## src/hdl/mi_pkg.sv

```systemverilog
`timescale 1ns / 1ps
`default_nettype none
// ---------------------------------------------------------------------------
// mi_pkg: shared constants and types for the modular inverse unit
// Widths, step counts, datapath command codes, command and status structs.
// ---------------------------------------------------------------------------
package mi_pkg;

   localparam int OPERAND_BITS = 256;
   localparam int WORD_BITS    = 64;
   localparam int NWORDS       = (OPERAND_BITS + WORD_BITS - 1) / WORD_BITS;
   // working width: one spare 64-bit limb above the operand
   localparam int BIG_BITS     = ((OPERAND_BITS + 63) / 64 + 1) * 64;
   localparam int DIV_STEPS    = 4 + 3 * OPERAND_BITS;
   localparam int CNT_W        = $clog2(DIV_STEPS + 1);
   localparam int E_W          = $clog2(OPERAND_BITS + 1);
   localparam int IDX_W        = 2;
   localparam int DELTA_W      = 16;

   // request kinds
   localparam logic [1:0] KIND_LOAD_A = 2'd0;
   localparam logic [1:0] KIND_LOAD_N = 2'd1;
   localparam logic [1:0] KIND_START  = 2'd2;

   // datapath commands
   localparam int OP_W = 5;
   localparam logic [OP_W-1:0] OP_NONE     = 5'd0;
   localparam logic [OP_W-1:0] OP_LOAD_A   = 5'd1;
   localparam logic [OP_W-1:0] OP_LOAD_N   = 5'd2;
   localparam logic [OP_W-1:0] OP_INIT     = 5'd3;
   localparam logic [OP_W-1:0] OP_TZ       = 5'd4;
   localparam logic [OP_W-1:0] OP_DIV_INIT = 5'd5;
   localparam logic [OP_W-1:0] OP_DIV      = 5'd6;
   localparam logic [OP_W-1:0] OP_DIV_FIN  = 5'd7;
   localparam logic [OP_W-1:0] OP_MOD      = 5'd8;
   localparam logic [OP_W-1:0] OP_MOD_FIN  = 5'd9;
   localparam logic [OP_W-1:0] OP_P2A_INIT = 5'd10;
   localparam logic [OP_W-1:0] OP_P2M_INIT = 5'd11;
   localparam logic [OP_W-1:0] OP_P2       = 5'd12;
   localparam logic [OP_W-1:0] OP_SAVE     = 5'd13;
   localparam logic [OP_W-1:0] OP_SUB      = 5'd14;
   localparam logic [OP_W-1:0] OP_MUL1_INI = 5'd15;
   localparam logic [OP_W-1:0] OP_MUL2_INI = 5'd16;
   localparam logic [OP_W-1:0] OP_MUL      = 5'd17;
   localparam logic [OP_W-1:0] OP_CRT_FIN  = 5'd18;
   localparam logic [OP_W-1:0] OP_NEG_ADJ  = 5'd19;
   localparam logic [OP_W-1:0] OP_FAIL     = 5'd20;

   typedef struct packed {
      logic [OP_W-1:0]  op;
      logic [CNT_W-1:0] cnt;
   } cmd_type;

   typedef struct packed {
      logic n_trivial;
      logic n_odd;
      logic m_odd;
      logic m_one;
      logic a_odd;
      logic inv_ok;
   } status_type;

endpackage
`default_nettype wire

```

## src/hdl/mi_controller.sv

```systemverilog
`timescale 1ns / 1ps
`default_nettype none
// ---------------------------------------------------------------------------
// mi_controller: sequencer for the modular inverse unit
// Takes load and start transactions, steps the datapath through the
// selected inversion path and streams the result words.
// ---------------------------------------------------------------------------
module mi_controller (
   input  wire logic                 clock,
   input  wire logic                 reset,
   input  wire logic                 req_valid,
   input  wire logic [1:0]           req_kind,
   output logic                      req_ready,
   output logic                      rsp_valid,
   input  wire logic                 rsp_ready,
   output logic                      rsp_last,
   output logic [1:0]                rsp_index,
   input  wire mi_pkg::status_type   status,
   output mi_pkg::cmd_type           cmd
);
   import mi_pkg::*;

   localparam logic [4:0] S_IDLE  = 5'd0;
   localparam logic [4:0] S_CHECK = 5'd1;
   localparam logic [4:0] S_TZ    = 5'd2;
   localparam logic [4:0] S_TZCHK = 5'd3;
   localparam logic [4:0] S_DINIT = 5'd4;
   localparam logic [4:0] S_DIV   = 5'd5;
   localparam logic [4:0] S_DFIN  = 5'd6;
   localparam logic [4:0] S_MOD   = 5'd7;
   localparam logic [4:0] S_MFIN  = 5'd8;
   localparam logic [4:0] S_P2AI  = 5'd9;
   localparam logic [4:0] S_P2A   = 5'd10;
   localparam logic [4:0] S_SAVE  = 5'd11;
   localparam logic [4:0] S_P2MI  = 5'd12;
   localparam logic [4:0] S_P2M   = 5'd13;
   localparam logic [4:0] S_SUB   = 5'd14;
   localparam logic [4:0] S_M1I   = 5'd15;
   localparam logic [4:0] S_MUL1  = 5'd16;
   localparam logic [4:0] S_M2I   = 5'd17;
   localparam logic [4:0] S_MUL2  = 5'd18;
   localparam logic [4:0] S_CFIN  = 5'd19;
   localparam logic [4:0] S_NEG   = 5'd20;
   localparam logic [4:0] S_FAIL  = 5'd21;
   localparam logic [4:0] S_EMIT  = 5'd22;

   logic [4:0]       state_ff, state_in;
   logic [CNT_W-1:0] cnt_ff, cnt_in;
   logic [E_W-1:0]   e_ff, e_in;
   logic             crt_ff, crt_in;
   logic             e_last, div_last, mod_last;

   assign e_last   = (cnt_ff == CNT_W'(e_ff) - CNT_W'(1));
   assign div_last = (cnt_ff == CNT_W'(DIV_STEPS - 1));
   assign mod_last = (cnt_ff == CNT_W'(BIG_BITS - 1));

   always_comb begin
      state_in = state_ff;
      cnt_in   = cnt_ff + CNT_W'(1);
      e_in     = e_ff;
      crt_in   = crt_ff;
      cmd.op   = OP_NONE;
      cmd.cnt  = cnt_ff;
      case (state_ff)
         S_IDLE: begin
            cnt_in = '0;
            if (req_valid) begin
               case (req_kind)
                  KIND_LOAD_A: cmd.op = OP_LOAD_A;
                  KIND_LOAD_N: cmd.op = OP_LOAD_N;
                  KIND_START: begin
                     cmd.op   = OP_INIT;
                     e_in     = '0;
                     state_in = S_CHECK;
                  end
                  default: cmd.op = OP_NONE;
               endcase
            end
         end
         S_CHECK: begin
            crt_in = 1'b0;
            if (status.n_trivial) state_in = S_FAIL;
            else if (status.n_odd) state_in = S_DINIT;
            else state_in = S_TZ;
         end
         S_TZ: begin
            // strip factors of two from the modulus
            if (status.m_odd) begin
               state_in = S_TZCHK;
            end else begin
               cmd.op = OP_TZ;
               e_in   = e_ff + E_W'(1);
            end
         end
         S_TZCHK: begin
            if (!status.a_odd) begin
               state_in = S_FAIL;
            end else if (status.m_one) begin
               state_in = S_P2AI;
            end else begin
               crt_in   = 1'b1;
               state_in = S_DINIT;
            end
         end
         S_DINIT: begin
            cmd.op   = OP_DIV_INIT;
            cnt_in   = '0;
            state_in = S_DIV;
         end
         S_DIV: begin
            cmd.op = OP_DIV;
            if (div_last) state_in = S_DFIN;
         end
         S_DFIN: begin
            cmd.op = OP_DIV_FIN;
            cnt_in = '0;
            state_in = status.inv_ok ? S_MOD : S_FAIL;
         end
         S_MOD: begin
            cmd.op = OP_MOD;
            if (mod_last) state_in = S_MFIN;
         end
         S_MFIN: begin
            cmd.op   = OP_MOD_FIN;
            state_in = crt_ff ? S_P2AI : S_NEG;
         end
         S_P2AI: begin
            cmd.op   = OP_P2A_INIT;
            cnt_in   = '0;
            state_in = S_P2A;
         end
         S_P2A: begin
            cmd.op = OP_P2;
            if (e_last) state_in = S_SAVE;
         end
         S_SAVE: begin
            cmd.op   = OP_SAVE;
            state_in = crt_ff ? S_P2MI : S_NEG;
         end
         S_P2MI: begin
            cmd.op   = OP_P2M_INIT;
            cnt_in   = '0;
            state_in = S_P2M;
         end
         S_P2M: begin
            cmd.op = OP_P2;
            if (e_last) state_in = S_SUB;
         end
         S_SUB: begin
            cmd.op   = OP_SUB;
            state_in = S_M1I;
         end
         S_M1I: begin
            cmd.op   = OP_MUL1_INI;
            cnt_in   = '0;
            state_in = S_MUL1;
         end
         S_MUL1: begin
            cmd.op = OP_MUL;
            if (e_last) state_in = S_M2I;
         end
         S_M2I: begin
            cmd.op   = OP_MUL2_INI;
            cnt_in   = '0;
            state_in = S_MUL2;
         end
         S_MUL2: begin
            cmd.op = OP_MUL;
            if (e_last) state_in = S_CFIN;
         end
         S_CFIN: begin
            cmd.op   = OP_CRT_FIN;
            state_in = S_NEG;
         end
         S_NEG: begin
            cmd.op   = OP_NEG_ADJ;
            cnt_in   = '0;
            state_in = S_EMIT;
         end
         S_FAIL: begin
            cmd.op   = OP_FAIL;
            cnt_in   = '0;
            state_in = S_EMIT;
         end
         S_EMIT: begin
            // hold the word until the transaction completes
            cnt_in = cnt_ff;
            if (rsp_ready) begin
               cnt_in = cnt_ff + CNT_W'(1);
               if (cnt_ff == CNT_W'(NWORDS - 1)) state_in = S_IDLE;
            end
         end
         default: state_in = S_IDLE;
      endcase
   end

   always_ff @(posedge clock) begin
      if (reset) begin
         state_ff <= S_IDLE;
         cnt_ff   <= '0;
         e_ff     <= '0;
         crt_ff   <= 1'b0;
      end else begin
         state_ff <= state_in;
         cnt_ff   <= cnt_in;
         e_ff     <= e_in;
         crt_ff   <= crt_in;
      end
   end

   assign req_ready = (state_ff == S_IDLE);
   assign rsp_valid = (state_ff == S_EMIT);
   assign rsp_last  = (cnt_ff == CNT_W'(NWORDS - 1));
   assign rsp_index = cnt_ff[IDX_W-1:0];

endmodule
`default_nettype wire

```

## config.mk

```make
export PLATFORM = sky130hd
export DESIGN_NAME = mi_controller
export DESIGN_NICKNAME = d
export VERILOG_FILES = /design/src/hdl/mi_pkg.sv /design/src/hdl/mi_controller.sv
export SDC_FILE = /design/constraint.sdc
export NUM_CORES = 1
export LEC_CHECK = 0
export BUFFER_PORTS_ARGS = -buffer_cell sky130_fd_sc_hd__buf_2
export CORE_ASPECT_RATIO = 0.9
export CORE_MARGIN = 10
export CORE_UTILIZATION = 50
export DETAILED_ROUTE_END_ITERATION = 12
export PLACE_DENSITY = 0.75
export SYNTH_ARGS = -nofsm -noshare
export SYNTH_HDL_FRONTEND = slang
export SYNTH_SLANG_ARGS = --single-unit
```

## constraint.sdc

```tcl
create_clock -name clock -period 2.6 [get_ports clock]
set_clock_uncertainty 0.1 [all_clocks]
set_input_delay 0.26 -clock clock [delete_from_list [all_inputs] [get_ports clock]]
set_output_delay 0.26 -clock clock [all_outputs]
set_load 0.1 [all_outputs]
```

==> impl_metrics.yaml, run 1 <==
finish:
  syn_to_final_growth_pct: 22.0
  diodes: 0
  num-fill-cells: 382
  multi_input_area_um2: 1600
  layoutNonFillerInstCount: 386
  drive_gt1_frac: 0.269
  seq_area_um2: 523
  final_nets: 355
clocking:
  cts-resized-gates: 0
  htreeDepth: 1
  cts_buffer_depth: 2
  clock_sinks: 25
  clock_latency_ps: 280
  cts_tree: "done"
  cts_root_buffer: "clkbuf_8"
  postCtsSetupBuffers: 0
  clk_pin_slew_ps: 90
  cts_buffers: 3
  hold_buffers: 0
yosys:
  synth_edf_count: 0
  synthMuxAreaShare: 0.0115
  synth_xor_area_frac: 0.0887
  yosys.area.top_type: "dfxtp_1"
  mappedNetlistArea_um2: 2170
  ys_top_cells_by_area: "dfxtp_1, xor2_1, nor2_1"
  async_reset_ff_frac: 0
  synthSimpleGateAreaFrac: 0.315
  syn_inst: 302
  synth-adder-area-share: 0.0230
  synthFlopType: "dfxtp_1"
  synth_top_cell_area_share: 0.230
  ys_seq_elements: 25
  ys_seq_area_frac: 0.230
  synth-compound-area-share: 0.258
  ys_warn_count: 0
  synth_nets: 318
  syn-mean-instance-area_um2: 7.20
  synthDistinctLibCells: 57
  synth_top_family_by_area: "simple AND/OR/NAND/NOR gates"
timing:
  fin_tns_setup_ps: 0
  setup_violations: 0
  rsz0062_at_grt: "false"
  period_minus_slack_ps: 2460
  relSlewSlack: 0.633
  tightest_slew_ps: 548
  drv_slew: 0
  max_freq_mhz: 406
  period_share: 0.947
  hold_violations: 0
critical_path:
  reg2reg_depth: 9
  regToRegSetupSlack_ps: 140
  r2r_start: "e_ff[0]"
  crit_path_start: "e_ff[0]"
  r2r_end: "state_ff[1]"
  cp.required_ps: 2660
  critPathCaptureType: "flip-flop"
  crit_type: "reg2reg"
  cp.arrival_ps: 2520
  cp-start-kind: "flip-flop"
  crit_path_end: "state_ff[1]"
  cp_max_fo: 5
global_routing:
  grt_pass1_wl_um: 9850
  grt_usage: 0.162
  grt_max_degree: 27
  grt_pass1_vias: 2091
  gr-total-overflow: 0
  antenna_found_initial: 0
floorplan:
  num_rows: 22
  boundaryPins: 32
  die_w_um: 89.5
  coreArea_um2: 4130
  die_area_um2: 7390
  die_y_um: 82.5
  start_util: 0.526
flow_run:
  drv_cap: 0
route:
  post-route-drc-count: 0
  post_drt_wl_per_cell_um: 15.5
  drt_iter0_drc: 204
  finalWirelength_um: 6000
  via_count: 2389
  dr.pass1.iters: 5
  ant_nets: 0
  via_per_inst: 6.19
place:
  dp_hpwl_um: 4670
  dp_cells: 382
  port_buffers: 31
  gp_congestion: 0.933
pwr:
  ir_worst_vdd_uv: 851
  p_per_area_nw_per_um2: 892
  leakage_uw: 0.00106
  finalPower_uw: 2370
status:
  status: "finished clean"
hold_path:
  min_path_type: "in2reg"
## registers in the layout, indices dropped and copies added, names as in the netlist
| name | cells |
|---|---|
| state_ff | 5 |
| e_ff | 9 |
| cnt_ff | 10 |
| crt_ff | 1 |
## metrics by stage
step | util | hold WS, ps | instance area [um^2] | worst slack, ps
final | 0.642 | 217 | 2650 | 137
after global routing | 0.642 | 245 | 2650 | 20.3
after floorplan | - | 363 | 2270 | -615
after detailed placement | 0.627 | 412 | 2590 | 46.2
after global placement | 0.627 | 416 | 2590 | 139
after CTS | 0.638 | 199 | 2640 | 21.5
## cells in the final DEF (no fill, tap or decap), types with 3 or more instances in the layout
cell,n
o22ai_1,3
nand3_1,5
xnor2_1,8
xor2_1,14
a41oi_1,3
dfxtp_1,15
o21ai_0,12
o31ai_1,4
dfxtp_4,4
nor3_1,9
buf_2,30
or3_1,12
nor2b_1,4
nor2_1,31
a21oi_1,17
buf_4,27
nand4_1,7
clkbuf_8,3
nor4_1,5
o21ai_1,8
dfxtp_2,6
and3_1,3
inv_1,11
ha_1,3
a211oi_1,5
nand2_1,21
nand2b_1,12
a31oi_1,7
## synthesized netlist by cell type, drive strengths merged, types with 5 or more instances
master	instances
buf	8
a211oi	5
xnor2	8
nand4	7
a21oi	18
nor2	32
or3	12
nand2	21
o21ai	20
dfxtp	25
nand2b	12
nor4	7
o22ai	6
clkbuf	18
xor2	14
a31oi	7
nand3	6
nor3	11
inv	11
## cells by family after synthesis
group / count (synthesis)
compound gates: 83
xor+xnor: 22
buf+inv: 38
simple gates: 128
mux: 2
flops: 25
fa+ha+maj: 4
## critical path: stages (launching register included)
cell and delay, ps:
dfxtp_2 370, inv_1 50, ha_1 200, or3_1 310, o211a_1 210, a221o_1 330
o41ai_4 330, buf_4 190, and3_4 190, a211oi_1 70
## area by class of cell
| cell class | count | share of cell area |
|---|---|---|
| clock inverters | 1 | 0.00283 |
| inverters | 12 | 0.0170 |
| flip-flops and latches | 25 | 0.197 |
| multi-input cells | 239 | 0.604 |
| repair buffers | 58 | 0.141 |
| well taps | 48 | 0.0226 |
| clock buffers | 3 | 0.0156 |
## where the power goes
group	internal (uW)	leakage, uW	total (uW)	switching, uW
registers	429	0.000209	500	70.2
logic	552	0.000825	1620	1070
clock network	109	0.0000217	242	133
## worst min-delay path by stage
| stage | cells past startpoint | from | slack, ps | to |
|---|---|---|---|---|
| floorplan | 2 | status[1] | 360 | crt_ff |
| global placement | 2 | cnt_ff[9] | 420 | cnt_ff[9] |
| detailed placement | 2 | cnt_ff[9] | 410 | cnt_ff[9] |
| CTS | 2 | reset | 200 | state_ff[3] |
| global route | 2 | reset | 250 | state_ff[0] |
| finish | 2 | reset | 220 | state_ff[3] |
## per-layer routing
layer | vias to the layer above | GRT usage | routed length [um]
met5 | - | 0 | 0
met4 | 0 | 0.0238 | 18
met3 | 2 | 0.0411 | 553
met2 | 97 | 0.249 | 2620
met1 | 1116 | 0.227 | 2810
li1 | 1174 | - | -
No activity file was read; power rests on OpenSTA's default activity.
==> run 2: changes to the inputs <==
--- a/config.mk
+++ b/config.mk
@@ -5,6 +5,7 @@
 export SDC_FILE = /design/constraint.sdc
 export NUM_CORES = 1
 export LEC_CHECK = 0
+export ABC_AREA = 1
 export BUFFER_PORTS_ARGS = -buffer_cell sky130_fd_sc_hd__buf_2
 export CORE_ASPECT_RATIO = 0.9
 export CORE_MARGIN = 10
==> run 2 against run 1 <==
Critical path type is now reg2out. Global-route usage is 0.28 points higher. Utilization decreased by 5.2 points. Hold slack worse by 140 ps.
==> impl_metrics.yaml, run 2 <==
status:
  status: "finished clean"
critical_path:
  critPathCaptureType: "output pin"
  crit_chain: "inv_2 -> nor2_2 -> nand2_2 -> inv_1 -> nand2_1 -> nand2_1 -> nor2_1 -> o2111ai_1 -> buf_2"
  max_stage_delay_ps: 540
  cp_max_fo: 7
  cp.required_ps: 2240
  cp.arrival_ps: 2080
  cp-start-kind: "flip-flop"
  crit_type: "reg2out"
  crit_slowest_cell: "dfxtp_1"
  cp_common_cell: "nand2_1"
floorplan:
  start_util: 0.526
  die_area_um2: 7380
  num_rows: 22
  coreArea_um2: 4130
  boundaryPins: 32
  die_w_um: 89.5
  die_y_um: 82.5
yosys:
  synth_top_cell_area_share: 0.230
  synth_nets: 373
  syn-mean-instance-area_um2: 6.08
  ys_warn_count: 0
  syn_inst: 357
  yosys.area.top_type: "dfxtp_1"
  ys_seq_elements: 25
  synthFlopType: "dfxtp_1"
  mappedNetlistArea_um2: 2170
  ys_top_cells_by_area: "dfxtp_1, nand2_1, nor2_1"
  synth_edf_count: 0
  async_reset_ff_frac: 0
  synth_most_common_cell: "nand2_1"
  synthDistinctLibCells: 35
  ys_seq_area_frac: 0.230
  synth_commonest_cells: "nand2_1, nor2_1, inv_1, dfxtp_1, nand3_1"
route:
  dr.pass1.iters: 5
  post-route-drc-count: 0
  finalWirelength_um: 5930
  ant_nets: 0
  post_drt_wl_per_cell_um: 13.6
  via_per_inst: 5.57
  drt_iter0_drc: 217
  via_count: 2433
timing:
  max_freq_mhz: 410
  setup_violations: 0
  rsz0062_at_grt: "false"
  whs_ps: 74.6
  drv_slew: 0
  fin_tns_setup_ps: 0
  period_minus_slack_ps: 2440
  period_share: 0.939
  tightest_slew_ps: 492
  hold_violations: 0
  relSlewSlack: 0.674
place:
  dp_cells: 433
  gp_congestion: 0.959
  dp_hpwl_um: 4860
  port_buffers: 31
clocking:
  htreeDepth: 1
  clock_latency_ps: 270
  cts_tree: "done"
  postCtsSetupBuffers: 0
  hold_buffers: 0
  clk_pin_slew_ps: 90
  clock_sinks: 25
  cts_buffer_depth: 2
  cts_buffers: 3
  cts_root_buffer: "clkbuf_8"
  cts-resized-gates: 0
finish:
  fin_util: 0.591
  largest_register: "cnt_ff"
  layoutNonFillerInstCount: 437
  diodes: 0
  drive_gt1_frac: 0.244
  largest_reg_flops: 10
  final_common_cell: "nand2_1"
  final_nets: 406
  layout.cells.most_common_list: "nand2_1, nor2_1, inv_1"
  syn_to_final_growth_pct: 12.3
  reg_top3: "cnt_ff: 10 flops, e_ff: 9 flops, state_ff: 5 flops"
pwr:
  swShare: 0.622
  intPower_uw: 1080
  pwr-share-comb: 0.728
  leakage_uw: 0.00118
  p_per_area_nw_per_um2: 1170
  power_switching_uw: 1780
  pwr-share-clk: 0.085
  pwr-share-seq: 0.187
  ir_worst_vdd_uv: 1700
global_routing:
  grt_usage: 0.165
  grt_pass1_wl_um: 9720
  antenna_found_initial: 0
  grt_pass1_vias: 2027
  gr-total-overflow: 0
  grt_max_degree: 14
flow_run:
  drv_cap: 0
hold_path:
  min_path_type: "in2reg"
## run 2: path summary, 6_finish.rpt
check / startpoint / endpoint / slack [ps] / cells after the start
worst max-delay path: state_ff[3] / cmd[13] / 160 / 9
worst min-delay path: reset / crt_ff / 70 / 2
worst max register to register: e_ff[0] / state_ff[2] / 550 / 11
worst min register to register: e_ff[0] / e_ff[0] / 400 / 2
## run 2: worst max-delay path, delay by kind of cell, from the launching register on
family,cells,cell delay [ps]
simple gates,5,520
flops,1,540
compound gates,1,130
buf+inv,3,630
## run 2: power groups by stage
| stage | clock network (uW) | logic, uW | registers (uW) |
|---|---|---|---|
| floorplan | 0 | 1670 | 604 |
| global placement | 0 | 2060 | 540 |
| detailed placement | 0 | 2060 | 545 |
| CTS | 246 | 2070 | 537 |
| global route | 262 | 2260 | 550 |
| finish | 242 | 2080 | 536 |
## run 2: cell families (layout without fill, tap and decap cells)
kind of cell               Yosys count  count (layout)  synth area share
and+or+nand+nor                    214             214             0.476
xor gates and xnor gates             7               7            0.0282
adders and majority gates            4               4            0.0230
AOI/OAI and AO/OA                   47              47             0.129
buffers and inverters               60              92             0.113
DFF                                 25              25             0.230
## run 2: layout make-up
type                    instances  area (um^2)
clock buffers                   4         45.0
fillers                       403         1690
inverters                      57          223
multi-input cells             272         1440
flip-flops and latches         25          513
well taps                      48         60.1
repair buffers                 31          155
## run 2: stage by stage
stage	instance area (um^2)	total power (uW)	worst slack [ps]
floorplan	2210	2280	47.6
global route	2440	3080	10.8
CTS	2440	2850	195
finish	2440	2860	159
detailed placement	2390	2610	508
global placement	2390	2600	498
## run 2: metal layers
| layer | track usage | up-vias | routed length [um] |
|---|---|---|---|
| met5 | 0 | - | 0 |
| met4 | 0.0476 | 0 | 53 |
| met3 | 0.0342 | 6 | 708 |
| met2 | 0.218 | 124 | 2220 |
| met1 | 0.255 | 1074 | 2950 |
| li1 | - | 1229 | - |
==> run 3: changes to the inputs <==
--- a/config.mk
+++ b/config.mk
@@ -9,9 +9,9 @@
 export BUFFER_PORTS_ARGS = -buffer_cell sky130_fd_sc_hd__buf_2
 export CORE_ASPECT_RATIO = 0.9
 export CORE_MARGIN = 10
-export CORE_UTILIZATION = 50
+export CORE_UTILIZATION = 45
 export DETAILED_ROUTE_END_ITERATION = 12
-export PLACE_DENSITY = 0.75
+export PLACE_DENSITY = 0.69
 export SYNTH_ARGS = -nofsm -noshare
 export SYNTH_HDL_FRONTEND = slang
 export SYNTH_SLANG_ARGS = --single-unit
==> run 3 against run 2 <==
Register-to-register slack about the same. Cell count is 3.2% higher. Sequential power increased by 0.9%. Utilization is 5.0 points lower. Highest routed layer unchanged.
==> impl_metrics.yaml, run 3 (synthesized netlist as in run 2, its figures left out) <==
global_routing:
  grt_pass1_wl_um: 10100
  gr-total-overflow: 0
  grt_pass1_vias: 2199
  grt_max_degree: 14
  grt_usage: 0.149
  antenna_found_initial: 0
clocking:
  postCtsSetupBuffers: 0
  clock_latency_ps: 280
  clock_sinks: 25
  cts_buffer_depth: 2
  cts_tree: "done"
  clk_pin_slew_ps: 100
  cts_buffers: 3
  cts_root_buffer: "clkbuf_8"
  cts-resized-gates: 0
  htreeDepth: 1
  hold_buffers: 0
finish:
  drive_gt1_frac: 0.244
  largest_register: "cnt_ff"
  syn_to_final_growth_pct: 13.1
  reg_top3: "cnt_ff: 10 flops, e_ff: 9 flops, state_ff: 5 flops"
  fin_util: 0.540
  final_common_cell: "nand2_1"
  layout.cells.most_common_list: "nand2_1, nor2_1, inv_1"
  diodes: 0
  largest_reg_flops: 10
  final_nets: 406
pwr:
  leakage_uw: 0.00118
  pwr-share-clk: 0.085
  power_switching_uw: 1780
  swShare: 0.622
  ir_worst_vdd_uv: 1020
  intPower_uw: 1080
  p_per_area_nw_per_um2: 1160
  pwr-share-comb: 0.726
  pwr-share-seq: 0.189
critical_path:
  cp.arrival_ps: 2040
  cp-start-kind: "flip-flop"
  crit_type: "reg2out"
  cp.required_ps: 2240
  critPathCaptureType: "output pin"
  cp_max_fo: 7
timing:
  period_share: 0.924
  max_freq_mhz: 416
  hold_violations: 0
  layout_setup_ws_ps: 199
  period_minus_slack_ps: 2400
  relSlewSlack: 0.676
  fin_tns_setup_ps: 0
  tightest_slew_ps: 490
  setup_violations: 0
  drv_slew: 0
  rsz0062_at_grt: "false"
route:
  via_count: 2345
  post-route-drc-count: 0
  via_per_inst: 5.20
  ant_nets: 0
  drt_iter0_drc: 197
  dr.pass1.iters: 5
  post_drt_wl_per_cell_um: 13.0
  finalWirelength_um: 5850
hold_path:
  min_path_type: "in2reg"
floorplan:
  num_rows: 23
  die_w_um: 93.2
  start_util: 0.478
  die_area_um2: 8010
  coreArea_um2: 4550
  boundaryPins: 32
  die_y_um: 85.9
place:
  gp_congestion: 0.960
  place_ws_ps: 520
  dp_hpwl_um: 4790
  port_buffers: 31
flow_run:
  drv_cap: 0
status:
  status: "finished clean"
==> run 3: cell counts in the layout (fill, tap and decap cells not counted) <==
Identical to the previous run, type by type.
==> run 3: area by class of cell <==
cell class	instances	area [um^2]
Timing Repair Buffer	31	155
Inverter	57	223
Sequential cell	25	513
Clock buffer	4	45.0
Fill cell	497	2090
Multi-Input combinational cell	272	1440
Tap cell	62	77.6
==> run 3: metal layers <==
metal,GRT usage,vias up,share of wire
li1,-,1227,-
met3,0.0462,7,0.092
met2,0.214,94,0.37
met1,0.210,1017,0.53
met5,0,-,0
met4,0.0322,0,0.0096
==> run 3: power groups by stage <==
stage / Combinational (uW) / Clock (uW) / Sequential [uW]
floorplan: 1670 / 0 / 604
global placement: 2050 / 0 / 544
detailed placement: 2050 / 0 / 549
CTS: 2060 / 252 / 541
global route: 2280 / 271 / 554
finish: 2070 / 241 / 541
==> run 3: critical path: stages, from the launching register on <==
cell and delay, ps:
dfxtp_1 550, inv_2 100, nor2_2 160, nand2_2 100, nor2_2 110, inv_1 70
nand2_2 70, nor3_1 70, o311ai_4 80, buf_2 470
==> run 3: path summary, 6_finish.rpt <==
check	slack (ps)	depth (start not counted)	from	endpoint
hold / removal	70	2	reset	crt_ff
setup / recovery	200	9	state_ff[3]	cmd[11]
setup reg to reg	560	14	e_ff[0]	state_ff[1]
hold reg to reg	410	2	e_ff[0]	e_ff[0]
==> run 3: per-stage QoR <==
step	power, uW	instance area, um^2	hold slack (ps)	instances
2_1_floorplan	2280	2210	238	357
3_3_place_gp	2590	2410	361	447
3_5_place_dp	2600	2410	360	447
4_1_cts	2850	2460	56.7	451
5_1_grt	3110	2460	72.0	451
6_report	2860	2460	66.7	451
